## src/hdl/apf_pkg.sv

```systemverilog
`timescale 1ns / 1ps

package apf_pkg;

    // framing constants
    localparam int          HEADER_BYTES     = 5;
    localparam int          HDR_IDX_W        = 3;
    localparam logic [6:0]  TICKS_PER_SECOND = 7'd100;
    localparam logic [7:0]  START_CHAR       = 8'h23;
    localparam logic [7:0]  IDLE_MAX         = 8'hFF;
    localparam logic [7:0]  HDR_LEN_POS      = 8'd5;

    // configuration register indexes
    localparam logic [1:0]  REG_POLL_INTERVAL = 2'd0;
    localparam logic [1:0]  REG_ADDR_PREFIX   = 2'd1;
    localparam logic [1:0]  REG_UNIT_SERIAL   = 2'd2;
    localparam logic [1:0]  REG_IDLE_LIMIT    = 2'd3;

    // result kinds
    localparam logic        KIND_POLL   = 1'b0;
    localparam logic        KIND_PACKET = 1'b1;

    // input operation codes
    typedef enum logic [1:0] {
        OP_TICK    = 2'd0,
        OP_BYTE    = 2'd1,
        OP_RELEASE = 2'd2
    } t_op;

    // work items handed from front to back
    typedef enum logic [1:0] {
        CMD_POLL   = 2'd0,
        CMD_HEADER = 2'd1,
        CMD_DATA   = 2'd2
    } t_cmd_kind;

    typedef struct packed {
        t_cmd_kind                      kind;
        logic [HEADER_BYTES-1:0][7:0]   bytes;
        logic [7:0]                     pos;
        logic                           pkt_end;
    } t_cmd;

    // configuration seen by the front
    typedef struct packed {
        logic [15:0] poll_interval;
        logic [7:0]  addr_prefix;
        logic [15:0] unit_serial;
        logic [7:0]  idle_limit;
    } t_cfg;

endpackage

```

## src/hdl/apf_queue.sv

```systemverilog
`timescale 1ns / 1ps

module apf_queue
    import apf_pkg::*;
#(
    parameter int DEPTH = 4
) (
    input  logic i_clk,
    input  logic i_rst_n,
    input  logic i_push,
    input  t_cmd i_cmd,
    output logic o_full,
    input  logic i_pop,
    output logic o_empty,
    output t_cmd o_cmd
);

    localparam int PTR_W = $clog2(DEPTH);
    localparam int CNT_W = $clog2(DEPTH + 1);

    t_cmd             r_mem [DEPTH];
    logic [PTR_W-1:0] r_wr_ptr;
    logic [PTR_W-1:0] r_rd_ptr;
    logic [CNT_W-1:0] r_count;
    logic             w_push;
    logic             w_pop;

    assign o_full  = (r_count == CNT_W'(DEPTH));
    assign o_empty = (r_count == '0);
    assign o_cmd   = r_mem[r_rd_ptr];
    assign w_push  = i_push && !o_full;
    assign w_pop   = i_pop && !o_empty;

    // storage
    always_ff @(posedge i_clk) begin
        if (w_push) begin
            r_mem[r_wr_ptr] <= i_cmd;
        end
    end

    // pointers and fill count
    always_ff @(posedge i_clk) begin
        if (!i_rst_n) begin
            r_wr_ptr <= '0;
            r_rd_ptr <= '0;
            r_count  <= '0;
        end else begin
            if (w_push) begin
                r_wr_ptr <= (r_wr_ptr == PTR_W'(DEPTH - 1)) ? '0 : r_wr_ptr + 1'b1;
            end
            if (w_pop) begin
                r_rd_ptr <= (r_rd_ptr == PTR_W'(DEPTH - 1)) ? '0 : r_rd_ptr + 1'b1;
            end
            if (w_push && !w_pop) begin
                r_count <= r_count + 1'b1;
            end else if (w_pop && !w_push) begin
                r_count <= r_count - 1'b1;
            end
        end
    end

endmodule

```

## src/hdl/apf_front.sv

```systemverilog
`timescale 1ns / 1ps

module apf_front
    import apf_pkg::*;
(
    input  logic       i_clk,
    input  logic       i_rst_n,
    input  logic       i_valid,
    input  logic [1:0] i_op,
    input  logic [7:0] i_byte,
    output logic       o_ready,
    input  t_cfg       i_cfg,
    input  logic       i_full,
    output logic       o_push,
    output t_cmd       o_cmd
);

    logic [6:0]                   r_tick, n_tick;
    logic [15:0]                  r_secs, n_secs;
    logic [7:0]                   r_idle, n_idle;
    logic [HEADER_BYTES-1:0][7:0] r_win, n_win;
    logic [7:0]                   r_pos, n_pos;
    logic                         r_ready, n_ready;
    logic [7:0]                   r_len, n_len;

    logic       w_accept;
    logic [6:0] w_tick_inc;
    logic [15:0] w_secs_inc;
    logic [7:0] w_pos0;
    logic [7:0] w_pos_inc;
    logic       w_match;

    assign o_ready  = !i_full;
    assign w_accept = i_valid && !i_full;

    // classify the item and work out the next state
    always_comb begin
        n_tick     = r_tick;
        n_secs     = r_secs;
        n_idle     = r_idle;
        n_win      = r_win;
        n_pos      = r_pos;
        n_ready    = r_ready;
        n_len      = r_len;
        o_push     = 1'b0;
        o_cmd      = '0;
        w_tick_inc = r_tick + 1'b1;
        w_secs_inc = r_secs + 1'b1;
        w_pos0     = (r_idle > i_cfg.idle_limit) ? '0 : r_pos;
        w_pos_inc  = w_pos0 + 1'b1;
        w_match    = 1'b0;
        if (w_accept) begin
            case (t_op'(i_op))
                OP_TICK: begin
                    if (w_tick_inc == TICKS_PER_SECOND) begin
                        n_tick = '0;
                        if (w_secs_inc >= i_cfg.poll_interval) begin
                            n_secs     = '0;
                            o_push     = 1'b1;
                            o_cmd.kind = CMD_POLL;
                        end else begin
                            n_secs = w_secs_inc;
                        end
                    end else begin
                        n_tick = w_tick_inc;
                    end
                    if (r_idle != IDLE_MAX) begin
                        n_idle = r_idle + 1'b1;
                    end
                end
                OP_BYTE: begin
                    if (!r_ready) begin
                        n_idle = '0;
                        if (w_pos0 == '0) begin
                            // hunting: slide the header window
                            for (int i = 0; i < HEADER_BYTES - 1; i++) begin
                                n_win[i] = r_win[i+1];
                            end
                            n_win[HEADER_BYTES-1] = i_byte;
                            w_match = (n_win[0] == START_CHAR)
                                   && (n_win[1] == i_cfg.addr_prefix)
                                   && ({n_win[2], n_win[3]} == i_cfg.unit_serial);
                            if (w_match) begin
                                o_push      = 1'b1;
                                o_cmd.kind  = CMD_HEADER;
                                o_cmd.bytes = n_win;
                                n_len       = n_win[HEADER_BYTES-1];
                                n_pos       = HDR_LEN_POS;
                            end else begin
                                n_pos = w_pos0;
                            end
                        end else begin
                            // assembling: pass the byte on
                            n_pos          = w_pos_inc;
                            n_ready        = (w_pos_inc == r_len);
                            o_push         = 1'b1;
                            o_cmd.kind     = CMD_DATA;
                            o_cmd.bytes[0] = i_byte;
                            o_cmd.pos      = w_pos0;
                            o_cmd.pkt_end  = (w_pos_inc == r_len);
                        end
                    end
                end
                OP_RELEASE: begin
                    n_ready = 1'b0;
                    n_pos   = '0;
                end
                default: begin
                end
            endcase
        end
    end

    // framer state
    always_ff @(posedge i_clk) begin
        if (!i_rst_n) begin
            r_tick  <= '0;
            r_secs  <= '0;
            r_idle  <= '0;
            r_win   <= '0;
            r_pos   <= '0;
            r_ready <= 1'b0;
            r_len   <= '0;
        end else begin
            r_tick  <= n_tick;
            r_secs  <= n_secs;
            r_idle  <= n_idle;
            r_win   <= n_win;
            r_pos   <= n_pos;
            r_ready <= n_ready;
            r_len   <= n_len;
        end
    end

endmodule

```

## src/hdl/apf_back.sv

```systemverilog
`timescale 1ns / 1ps

module apf_back
    import apf_pkg::*;
(
    input  logic       i_clk,
    input  logic       i_rst_n,
    input  logic       i_empty,
    input  t_cmd       i_cmd,
    output logic       o_pop,
    output logic       o_valid,
    input  logic       i_ready,
    output logic       o_kind,
    output logic [7:0] o_value,
    output logic [7:0] o_pos,
    output logic       o_end,
    output logic       o_last
);

    logic                 r_valid;
    logic [HDR_IDX_W-1:0] r_idx;
    logic                 r_kind;
    logic [7:0]           r_value;
    logic [7:0]           r_pos;
    logic                 r_end;
    logic                 r_last;

    logic       w_load;
    logic       w_kind;
    logic [7:0] w_value;
    logic [7:0] w_pos;
    logic       w_end;
    logic       w_last;

    assign w_load  = !r_valid || i_ready;
    assign o_pop   = w_load && !i_empty && w_last;
    assign o_valid = r_valid;
    assign o_kind  = r_kind;
    assign o_value = r_value;
    assign o_pos   = r_pos;
    assign o_end   = r_end;
    assign o_last  = r_last;

    // result for the head work item at the current header index
    always_comb begin
        w_kind  = KIND_PACKET;
        w_value = '0;
        w_pos   = '0;
        w_end   = 1'b0;
        w_last  = 1'b1;
        case (i_cmd.kind)
            CMD_POLL: begin
                w_kind = KIND_POLL;
            end
            CMD_HEADER: begin
                w_value = i_cmd.bytes[r_idx];
                w_pos   = 8'(r_idx);
                w_last  = (r_idx == HDR_IDX_W'(HEADER_BYTES - 1));
            end
            CMD_DATA: begin
                w_value = i_cmd.bytes[0];
                w_pos   = i_cmd.pos;
                w_end   = i_cmd.pkt_end;
            end
            default: begin
            end
        endcase
    end

    // output register and header index
    always_ff @(posedge i_clk) begin
        if (!i_rst_n) begin
            r_valid <= 1'b0;
            r_idx   <= '0;
        end else if (w_load) begin
            r_valid <= !i_empty;
            if (!i_empty) begin
                r_idx <= w_last ? '0 : r_idx + 1'b1;
            end
        end
    end

    always_ff @(posedge i_clk) begin
        if (w_load && !i_empty) begin
            r_kind  <= w_kind;
            r_value <= w_value;
            r_pos   <= w_pos;
            r_end   <= w_end;
            r_last  <= w_last;
        end
    end

endmodule

```

## src/hdl/addressed_packet_framer_with_timeout.sv

```systemverilog
`timescale 1ns / 1ps

// channel   direction  signals                 contents
// s_axis    in         tvalid/tready/tdata/tuser  tuser: operation, tdata: rx_byte
// m_axis    out        tvalid/tready/tdata/tuser/tlast
//                                               tuser: kind, tlast: run_last,
//                                               tdata: byte_value, position, end
// apb       in/out     psel/penable/pwrite/paddr/pwdata/prdata/pready
//
// the front takes one item per cycle while the work queue has room
// a header match gives five results, any other work item one result
// the output register drains one result per cycle while m_axis_tready is high;
// queue depth sets how far the front can run ahead of a stalled output
// synchronous active-low reset clears the framer state, queue and output valid

module addressed_packet_framer_with_timeout
    import apf_pkg::*;
#(
    parameter int QUEUE_DEPTH = 4
) (
    input  logic        i_clk,
    input  logic        i_rst_n,
    input  logic        s_axis_tvalid,
    output logic        s_axis_tready,
    input  logic [7:0]  s_axis_tdata,   // [7:0] rx_byte
    input  logic [1:0]  s_axis_tuser,   // [1:0] operation
    output logic        m_axis_tvalid,
    input  logic        m_axis_tready,
    output logic [23:0] m_axis_tdata,   // [7:0] byte_value, [15:8] byte_position,
                                        // [16] packet_end, [23:17] zero
    output logic        m_axis_tuser,   // [0] kind
    output logic        m_axis_tlast,
    input  logic        psel,
    input  logic        penable,
    input  logic        pwrite,
    input  logic [3:0]  paddr,
    input  logic [31:0] pwdata,
    output logic [31:0] prdata,
    output logic        pready
);

    t_cfg       r_cfg;
    logic       w_full;
    logic       w_empty;
    logic       w_push;
    logic       w_pop;
    t_cmd       w_push_cmd;
    t_cmd       w_head_cmd;
    logic [7:0] w_value;
    logic [7:0] w_pos;
    logic       w_end;
    logic [1:0] w_reg;

    assign pready = 1'b1;
    assign w_reg  = paddr[3:2];

    // configuration registers
    always_ff @(posedge i_clk) begin
        if (!i_rst_n) begin
            r_cfg.poll_interval <= '0;
            r_cfg.addr_prefix   <= '0;
            r_cfg.unit_serial   <= '0;
            r_cfg.idle_limit    <= 8'd10;
        end else if (psel && penable && pwrite) begin
            case (w_reg)
                REG_POLL_INTERVAL: r_cfg.poll_interval <= pwdata[15:0];
                REG_ADDR_PREFIX:   r_cfg.addr_prefix   <= pwdata[7:0];
                REG_UNIT_SERIAL:   r_cfg.unit_serial   <= pwdata[15:0];
                REG_IDLE_LIMIT:    r_cfg.idle_limit    <= pwdata[7:0];
                default: begin
                end
            endcase
        end
    end

    // register read back
    always_comb begin
        case (w_reg)
            REG_POLL_INTERVAL: prdata = {16'd0, r_cfg.poll_interval};
            REG_ADDR_PREFIX:   prdata = {24'd0, r_cfg.addr_prefix};
            REG_UNIT_SERIAL:   prdata = {16'd0, r_cfg.unit_serial};
            REG_IDLE_LIMIT:    prdata = {24'd0, r_cfg.idle_limit};
            default:           prdata = '0;
        endcase
    end

    apf_front u_front (
        .i_clk   (i_clk),
        .i_rst_n (i_rst_n),
        .i_valid (s_axis_tvalid),
        .i_op    (s_axis_tuser),
        .i_byte  (s_axis_tdata),
        .o_ready (s_axis_tready),
        .i_cfg   (r_cfg),
        .i_full  (w_full),
        .o_push  (w_push),
        .o_cmd   (w_push_cmd)
    );

    apf_queue #(
        .DEPTH (QUEUE_DEPTH)
    ) u_queue (
        .i_clk   (i_clk),
        .i_rst_n (i_rst_n),
        .i_push  (w_push),
        .i_cmd   (w_push_cmd),
        .o_full  (w_full),
        .i_pop   (w_pop),
        .o_empty (w_empty),
        .o_cmd   (w_head_cmd)
    );

    apf_back u_back (
        .i_clk   (i_clk),
        .i_rst_n (i_rst_n),
        .i_empty (w_empty),
        .i_cmd   (w_head_cmd),
        .o_pop   (w_pop),
        .o_valid (m_axis_tvalid),
        .i_ready (m_axis_tready),
        .o_kind  (m_axis_tuser),
        .o_value (w_value),
        .o_pos   (w_pos),
        .o_end   (w_end),
        .o_last  (m_axis_tlast)
    );

    assign m_axis_tdata = {7'd0, w_end, w_pos, w_value};

    // the front never pushes into a full queue
    a_no_overflow: assert property (@(posedge i_clk) disable iff (!i_rst_n)
        w_push |-> !w_full)
        else $error("work item pushed into full queue");

    // a poll request is always a single-result run with empty payload
    a_poll_shape: assert property (@(posedge i_clk) disable iff (!i_rst_n)
        (m_axis_tvalid && (m_axis_tuser == KIND_POLL))
            |-> (m_axis_tlast && (m_axis_tdata == '0)))
        else $error("malformed poll result");

    // results before the end of a run are header bytes and never end a packet
    a_header_run: assert property (@(posedge i_clk) disable iff (!i_rst_n)
        (m_axis_tvalid && !m_axis_tlast)
            |-> ((m_axis_tuser == KIND_PACKET) && !m_axis_tdata[16]
                 && (m_axis_tdata[15:8] < 8'(HEADER_BYTES - 1))))
        else $error("bad header byte result");

    // the queue is only popped while the output register takes a result
    a_pop_loads: assert property (@(posedge i_clk) disable iff (!i_rst_n)
        w_pop |=> m_axis_tvalid)
        else $error("queue popped without a result");

endmodule

```

## config.mk

```make
export PLATFORM = sky130hd
export DESIGN_NAME = addressed_packet_framer_with_timeout
export DESIGN_NICKNAME = d
export VERILOG_FILES = /design/src/hdl/apf_pkg.sv /design/src/hdl/apf_queue.sv /design/src/hdl/apf_front.sv /design/src/hdl/apf_back.sv /design/src/hdl/addressed_packet_framer_with_timeout.sv
export SDC_FILE = /design/constraint.sdc
export NUM_CORES = 1
export LEC_CHECK = 0
export ABC_AREA = 1
export BUFFER_PORTS_ARGS = -buffer_cell sky130_fd_sc_hd__buf_2
export CORE_UTILIZATION = 54
export CTS_CLUSTER_DIAMETER = 30
export CTS_CLUSTER_SIZE = 16
export DETAILED_ROUTE_END_ITERATION = 8
export PLACE_DENSITY = 0.77
export SLEW_MARGIN = 20
export SYNTH_ARGS = -nofsm -noshare
export SYNTH_HDL_FRONTEND = slang
export SYNTH_SLANG_ARGS = --single-unit
```

## constraint.sdc

```tcl
create_clock -name i_clk -period 6.9 [get_ports i_clk]
set_clock_uncertainty 0.15 [all_clocks]
set_input_delay 1.38 -clock i_clk [delete_from_list [all_inputs] [get_ports i_clk]]
set_output_delay 1.38 -clock i_clk [all_outputs]
set_load 0.005 [all_outputs]
```

### After elaboration in Yosys (flattened, before gate mapping)

Memories as Yosys holds them, arrays and structs flattened. A register that Yosys moved wholly into a read port is not among the register bits.
Cells that the tools add are included.

| operators by class | value |
|---|---|
| $add $sub $neg | 9 |
| multiply operators | 0 |
| div/mod/pow operators | 0 |
| magnitude comparators | 3 |
| eq/ne operators | 19 |
| shift-type cells | 0 |
| multiplexer cells | 45 |
| bitwise operators | 2 |
| reductions and logical operators | 37 |

Operator list:

| cell | count |
|---|---|
| 32-bit case mux with 4 select lines | 1 |
| 51-bit two-way mux | 2 |
| 8-bit two-way mux | 8 |
| 8-bit case mux with 2 select lines | 4 |
| 49-bit two-way mux | 1 |
| 41-bit two-way mux | 1 |
| 32-bit two-way mux | 1 |
| 8-bit binary-select mux with 3-bit select | 1 |
| 16-bit by 1-bit adder with 16-bit output, second input constant | 1 |
| 8-bit by 1-bit adder with 8-bit output, second input constant | 2 |
| 16-bit == test | 1 |
| 8-bit == test | 2 |
| 16-bit >= comparator | 1 |
| 16-bit two-way mux | 1 |
| 2-bit AND reduction | 7 |
| 2-bit == test, second input constant | 6 |
| 1-bit two-way mux | 12 |
| 2-bit two-way mux | 6 |
| 1-bit logical AND | 11 |
| 3-bit two-way mux | 3 |
| 9-bit two-way mux | 1 |
| 8-bit by 6-bit == test with 1-bit output, second input constant | 1 |
| 8-bit > comparator | 1 |
| 8-bit logical NOT | 1 |
| 22 further kinds | 39 |

| word-level totals | value |
|---|---|
| flip-flop bits (word level) | 158 |
| bits in latches | 0 |
| RAM bits | 204 |
| bits in read-only memories | 0 |
| input bits | 53 |
| output and inout bits | 61 |
| logic and storage cells | 140 |
| memories kept | 1 |

Memory list:

| memory | depth | width | rd ports | clocked after Yosys merged registers in | wr ports | RTL line | source |
|---|---|---|---|---|---|---|---|
| u_queue.r_mem | 4 | 51 | 1 | 1 | 1 | apf_queue.sv:21 | `t_cmd r_mem [DEPTH];` |

### Logic depth before layout (Yosys ltp)

| logic depth | value |
|---|---|
| depth in word-level cells | 13 |
| depth in mapped cells | 29 |
| mapped depth without buffers | 28 |

### Modules after synthesis

Synthesis repeated with hierarchy kept, for this count alone.

| second synthesis, totals | value |
|---|---|
| cells, all modules | 1916 |
| area total of the unflattened synthesis | 17277.8 sq um |

Modules (own cells, without submodules):

| module | instances | cells an instance | area each (sq um) | seq. area each (sq um) |
|---|---|---|---|---|
| apf_queue | 1 | 565 | 8090.3 | 6306.0 |
| apf_front | 1 | 793 | 5303.8 | 1601.5 |
| addressed_packet_framer_with_timeout | 1 | 368 | 2428.6 | 960.9 |
| apf_back | 1 | 190 | 1455.1 | 650.6 |

### Worst setup path before layout

No wires, ideal clock.

| timing | value |
|---|---|
| kind | register to register |
| start point | reg u_front.r_secs[0] |
| end point | mem u_queue.r_mem[0][0] (netlist name) (enable) |
| setup time | 0.460 ns |
| arrival time | 4.740 ns |
| required time | 6.290 ns |
| path slack | 1.551 ns |
| stages on the path, launching flop included | 20 |
| path buffers | 0 |
| clock period less this slack | 5.349 ns |
| cell sequence | dfxtp_1 > ha_1 > nand3_1 > nor4_1 > nand2_1 > nor2_1 > nand3_1 > nor2_1 > xor2_1 > inv_1 > ha_1 > nand4_1 > a21oi_1 > nor2_1 > a21boi_0 > nand2_1 > nand3_1 > nand2_1 > nand2_2 > nor2_1 |

| between the ends | value |
|---|---|
| longest elaborated chain between the ends | 9 |

RTL lines:

| what | RTL line | source |
|---|---|---|
| start: declaration | apf_front.sv:19 | `logic [15:0] r_secs, n_secs;` |
| start signal: assignment | apf_front.sv:126 | `r_secs <= n_secs;` |
| 16-bit by 1-bit adder with 16-bit output | apf_front.sv:48 | `w_secs_inc = r_secs + 1'b1;` |
| 16-bit >= comparator | apf_front.sv:57 | `if (w_secs_inc >= i_cfg.poll_interval) begin` |
| 1-bit two-way mux | apf_front.sv:57 |  |
| 1-bit two-way mux | apf_front.sv:55 | `if (w_tick_inc == TICKS_PER_SECOND) begin` |
| 1-bit case mux with 2 select lines | apf_front.sv:53 | `case (t_op'(i_op))` |
| 1-bit two-way mux | apf_front.sv:52 | `if (w_accept) begin` |
| 1-bit logical AND | apf_queue.sv:31 | `assign w_push = i_push && !o_full;` |
| 1-bit two-way mux | apf_queue.sv:36 | `if (w_push) begin` |
| 1-bit two-way mux (not written as such) | apf_queue.sv:37 | `r_mem[r_wr_ptr] <= i_cmd;` |
| end: declaration | apf_queue.sv:21 |  |

Every way passes these cells.

### Final worst setup path

| timing | value |
|---|---|
| start point | reg u_front.r_secs[0] |
| end point | mem u_queue.r_mem[0][38] (netlist name) (enable) |

The elaborated chain is that of the path after synthesis.

==> run metrics <==
outcome=complete, no violations; Post-synth EDFFs=between 200 and 250; CTS H-tree lvls=3; ANT cells=0; first-pass GRT wire length=between 60 and 70 mm; Least-Margin Pin Slew=roughly 940 ps; Die Wd=~180 um; # IOs=between 100 and 150; TritonCTS clock tree=built; startpoint type of the worst setup path=flop; Gate power share=0.148; commonest non-fill, non-tap cell in the layout=nand2_1; vias per std cell=around 5.6; Post-DP Area=between 15000 and 20000 um^2; ys flop type=edfxtp_1; CP Cell Sequence=ha_1 -> nand3_1 -> nor4_1 -> nand2_1 -> nor2_1 -> nand3_1 -> nor2_1 -> xor2_1 -> inv_1 -> ha_1 -> nand4_1 -> nor2_1 -> a21boi_0 -> nand2_1 -> nand3_1 -> nand2_1 -> nand2_2 -> nor2_4 -> buf_4; CTS Hold Buffers Added=0; CP Buf/Inv Count=2; critical path required time=just under 7000 ps; Setup Crit Path Kind=reg2reg; CTS clk-pin slew, worst paths=approximately 50 ps; largest net degree at the start of global routing=77; WL final=between 40 and 50 mm; Area Growth Syn to Fin=19.1%; synthesized area=about 16000 um^2; Worst VDD drop=between 0.2 and 0.25 mV; fin area=slightly below 20000 um^2; Synth Instances=between 1.5k and 2k; Yosys cell types=just over 50; Clock Tree Buf Depth=3; DR vias=12.8k; routed len/inst=17.7 um; CP Max Fanout=31; Final Net Count=1923; final max-slew violation count=0; Switch Pwr=between 2 and 2.5 mW; initial antenna violation count=0; ys async rst share=0; root buf cell=clkbuf_16; area leader, netlist=edfxtp_1; Num Clock Sinks=around 360; core area=29800 um^2; FP Rows=between 60 and 70; hold crit path type=reg2reg; area taken by multi-input logic gates=between 5000 and 6000 um^2; gr ovfl total=0; fin util=0.656; vias in the first global route=12.3k; top-area cell type share of the netlist area=0.408; Sequential cell area=roughly 9500 um^2; Total Power=between 7 and 8 mW; final hold vios=0; die area=about 31000 um^2; Final ANT Viol Nets=0; DRC viols=0; Arr. time, crit path=roughly 5100 ps; Place WS=about 2100 ps; switching share of power=0.283; Die Y=around 180 um; max_cap viols=0; Slew HR=0.374; detailed-router iteration count before antenna repair=6; clock latency on the worst-skew pair=580 ps; share of layout cells above drive strength 1=0.131; Final min period=approximately 5000 ps; Int Power=5.15 mW; share of total power in sequential cells=0.347; 1st-iter DRT viols=between 1k and 1.5k; Synth area leaders=edfxtp_1 41%, dfxtp_1 17%, nand2_1 6.5%; DP Cell Count=about 2.1k; gr usage total=0.260; crit-path leading delay family=simple AND/OR/NAND/NOR gates; Cell Count, Final, Fillers Out=around 2.3k; RSZ-0062 raised after global routing=false; Filler cells=approximately 2.2k; final setup vio count=0; clock network fraction of design power=0.505; Yosys reg bits=~360; Final period util=0.728; CTS Buf Count=71; WHS=~310 ps; cts repair resizes=0; commonest cells after routing, fill and taps aside=283 x nand2_1, 249 x nor2_1, 223 x edfxtp_1, 169 x o21ai_0, 142 x inv_1; critical path's slowest cell=nor2_4; DP HPWL=between 20 and 30 mm; synth warn=0; Leak=7.36 nW; Pwr Density=between 300 and 400 nW/um^2; slack of the critical path=approximately 1900 ps; setup_tns=0 ps; I/O Buffers=71; Initial Utilization=0.551; max frequency=about 0.2 GHz; CP max stage delay=between 600 and 700 ps; synthesized area per cell=approximately 9.4 um^2; sequential fraction of the synthesis area=0.580; GPL Wtd Cong=0.913; critical path endpoint category=flop; post-CTS setup repair buffer count=0
metal layers:
metal / up-vias / GRT usage / wire length, um
met5: - / 0 / 0
met4: 0 / 0.0938 / 943
met3: 79 / 0.0551 / 3590
met2: 604 / 0.429 / 19300
met1: 6030 / 0.337 / 16400
li1: 6118 / - / -
path summary, 6_finish.rpt:
kind                                  start  slack (ps)                        endpoint  cells past startpoint
max          u_front.r_secs[0]$_SDFFE_PN0P_        1880  u_queue.r_mem[0][38]$_DFFE_PP_                     19
min          u_front.r_win[12]$_SDFFE_PN0P_         310  u_front.r_win[12]$_SDFFE_PN0P_                      2
max reg2reg  u_front.r_secs[0]$_SDFFE_PN0P_        1880  u_queue.r_mem[0][38]$_DFFE_PP_                     19
min reg2reg  u_front.r_win[12]$_SDFFE_PN0P_         310  u_front.r_win[12]$_SDFFE_PN0P_                      2
power groups by stage:
stage                     Clock, mW  Sequential, mW  Combinational, mW
final                          3.63            2.49               1.06
after global routing           3.76            2.50               1.17
after CTS                      3.65            2.49               1.05
after detailed placement          0            2.53               1.03
after global placement            0            2.53              0.995
after floorplan                   0            2.50              0.739
Yosys cell counts, drive strengths merged, types with 2 or more instances:
cell and count:
a211oi 6, a21boi 3, a21oi 118, a22oi 15, a32o 3, a32oi 2, buf 37, clkbuf 60
clkinv 3, conb 2, dfxtp 141, edfxtp 223, ha 43, inv 149, nand2 290, nand3 67
nand4 12, nor2 259, nor3 14, nor3b 3, nor4 4, o211ai 16, o21ai 170, o221ai 12
o22ai 35, o32ai 4, or2 8, xnor2 9, xor2 26
cells by family after synthesis:
logic type,after synthesis,synth area share
simple gates,661,0.169
compound gates,388,0.133
flops,364,0.580
buf+inv,249,0.0650
fa+ha+maj,44,0.0340
xor+xnor,35,0.0187
other cells,2,0.000458
sequential cells by signal, summed over array words and instances, names as in the netlist, 3 cells and up, named ones only:
| name | flops |
|---|---|
| r_cfg | 48 |
| u_back.o_pos | 8 |
| u_back.o_value | 8 |
| u_back.r_idx | 3 |
| u_front.r_idle | 8 |
| u_front.r_len | 8 |
| u_front.r_pos | 8 |
| u_front.r_secs | 16 |
| u_front.r_tick | 7 |
| u_front.r_win | 32 |
| u_queue.r_count | 3 |
| u_queue.r_mem | 204 |
final cells by class:
type / count / area share
timing repair buffer: 85 / 0.0236
sequential: 364 / 0.487
clock buffer: 81 / 0.0938
tap: 390 / 0.0250
inverter: 152 / 0.0292
multi-input combinational: 1152 / 0.304
clock inverter: 51 / 0.0374
worst register-to-register path: cells and delay by family, from the launching register on:
kind / cells / cell delay (ps)
AO/OA/AOI/OAI: 1 / 160
XOR/XNOR: 1 / 240
adder cells (fa/ha/maj): 2 / 510
buffers and inverters: 2 / 620
flip-flops: 1 / 410
AND/OR/NAND/NOR: 13 / 2540
No activity file was read; power rests on OpenSTA's default activity.
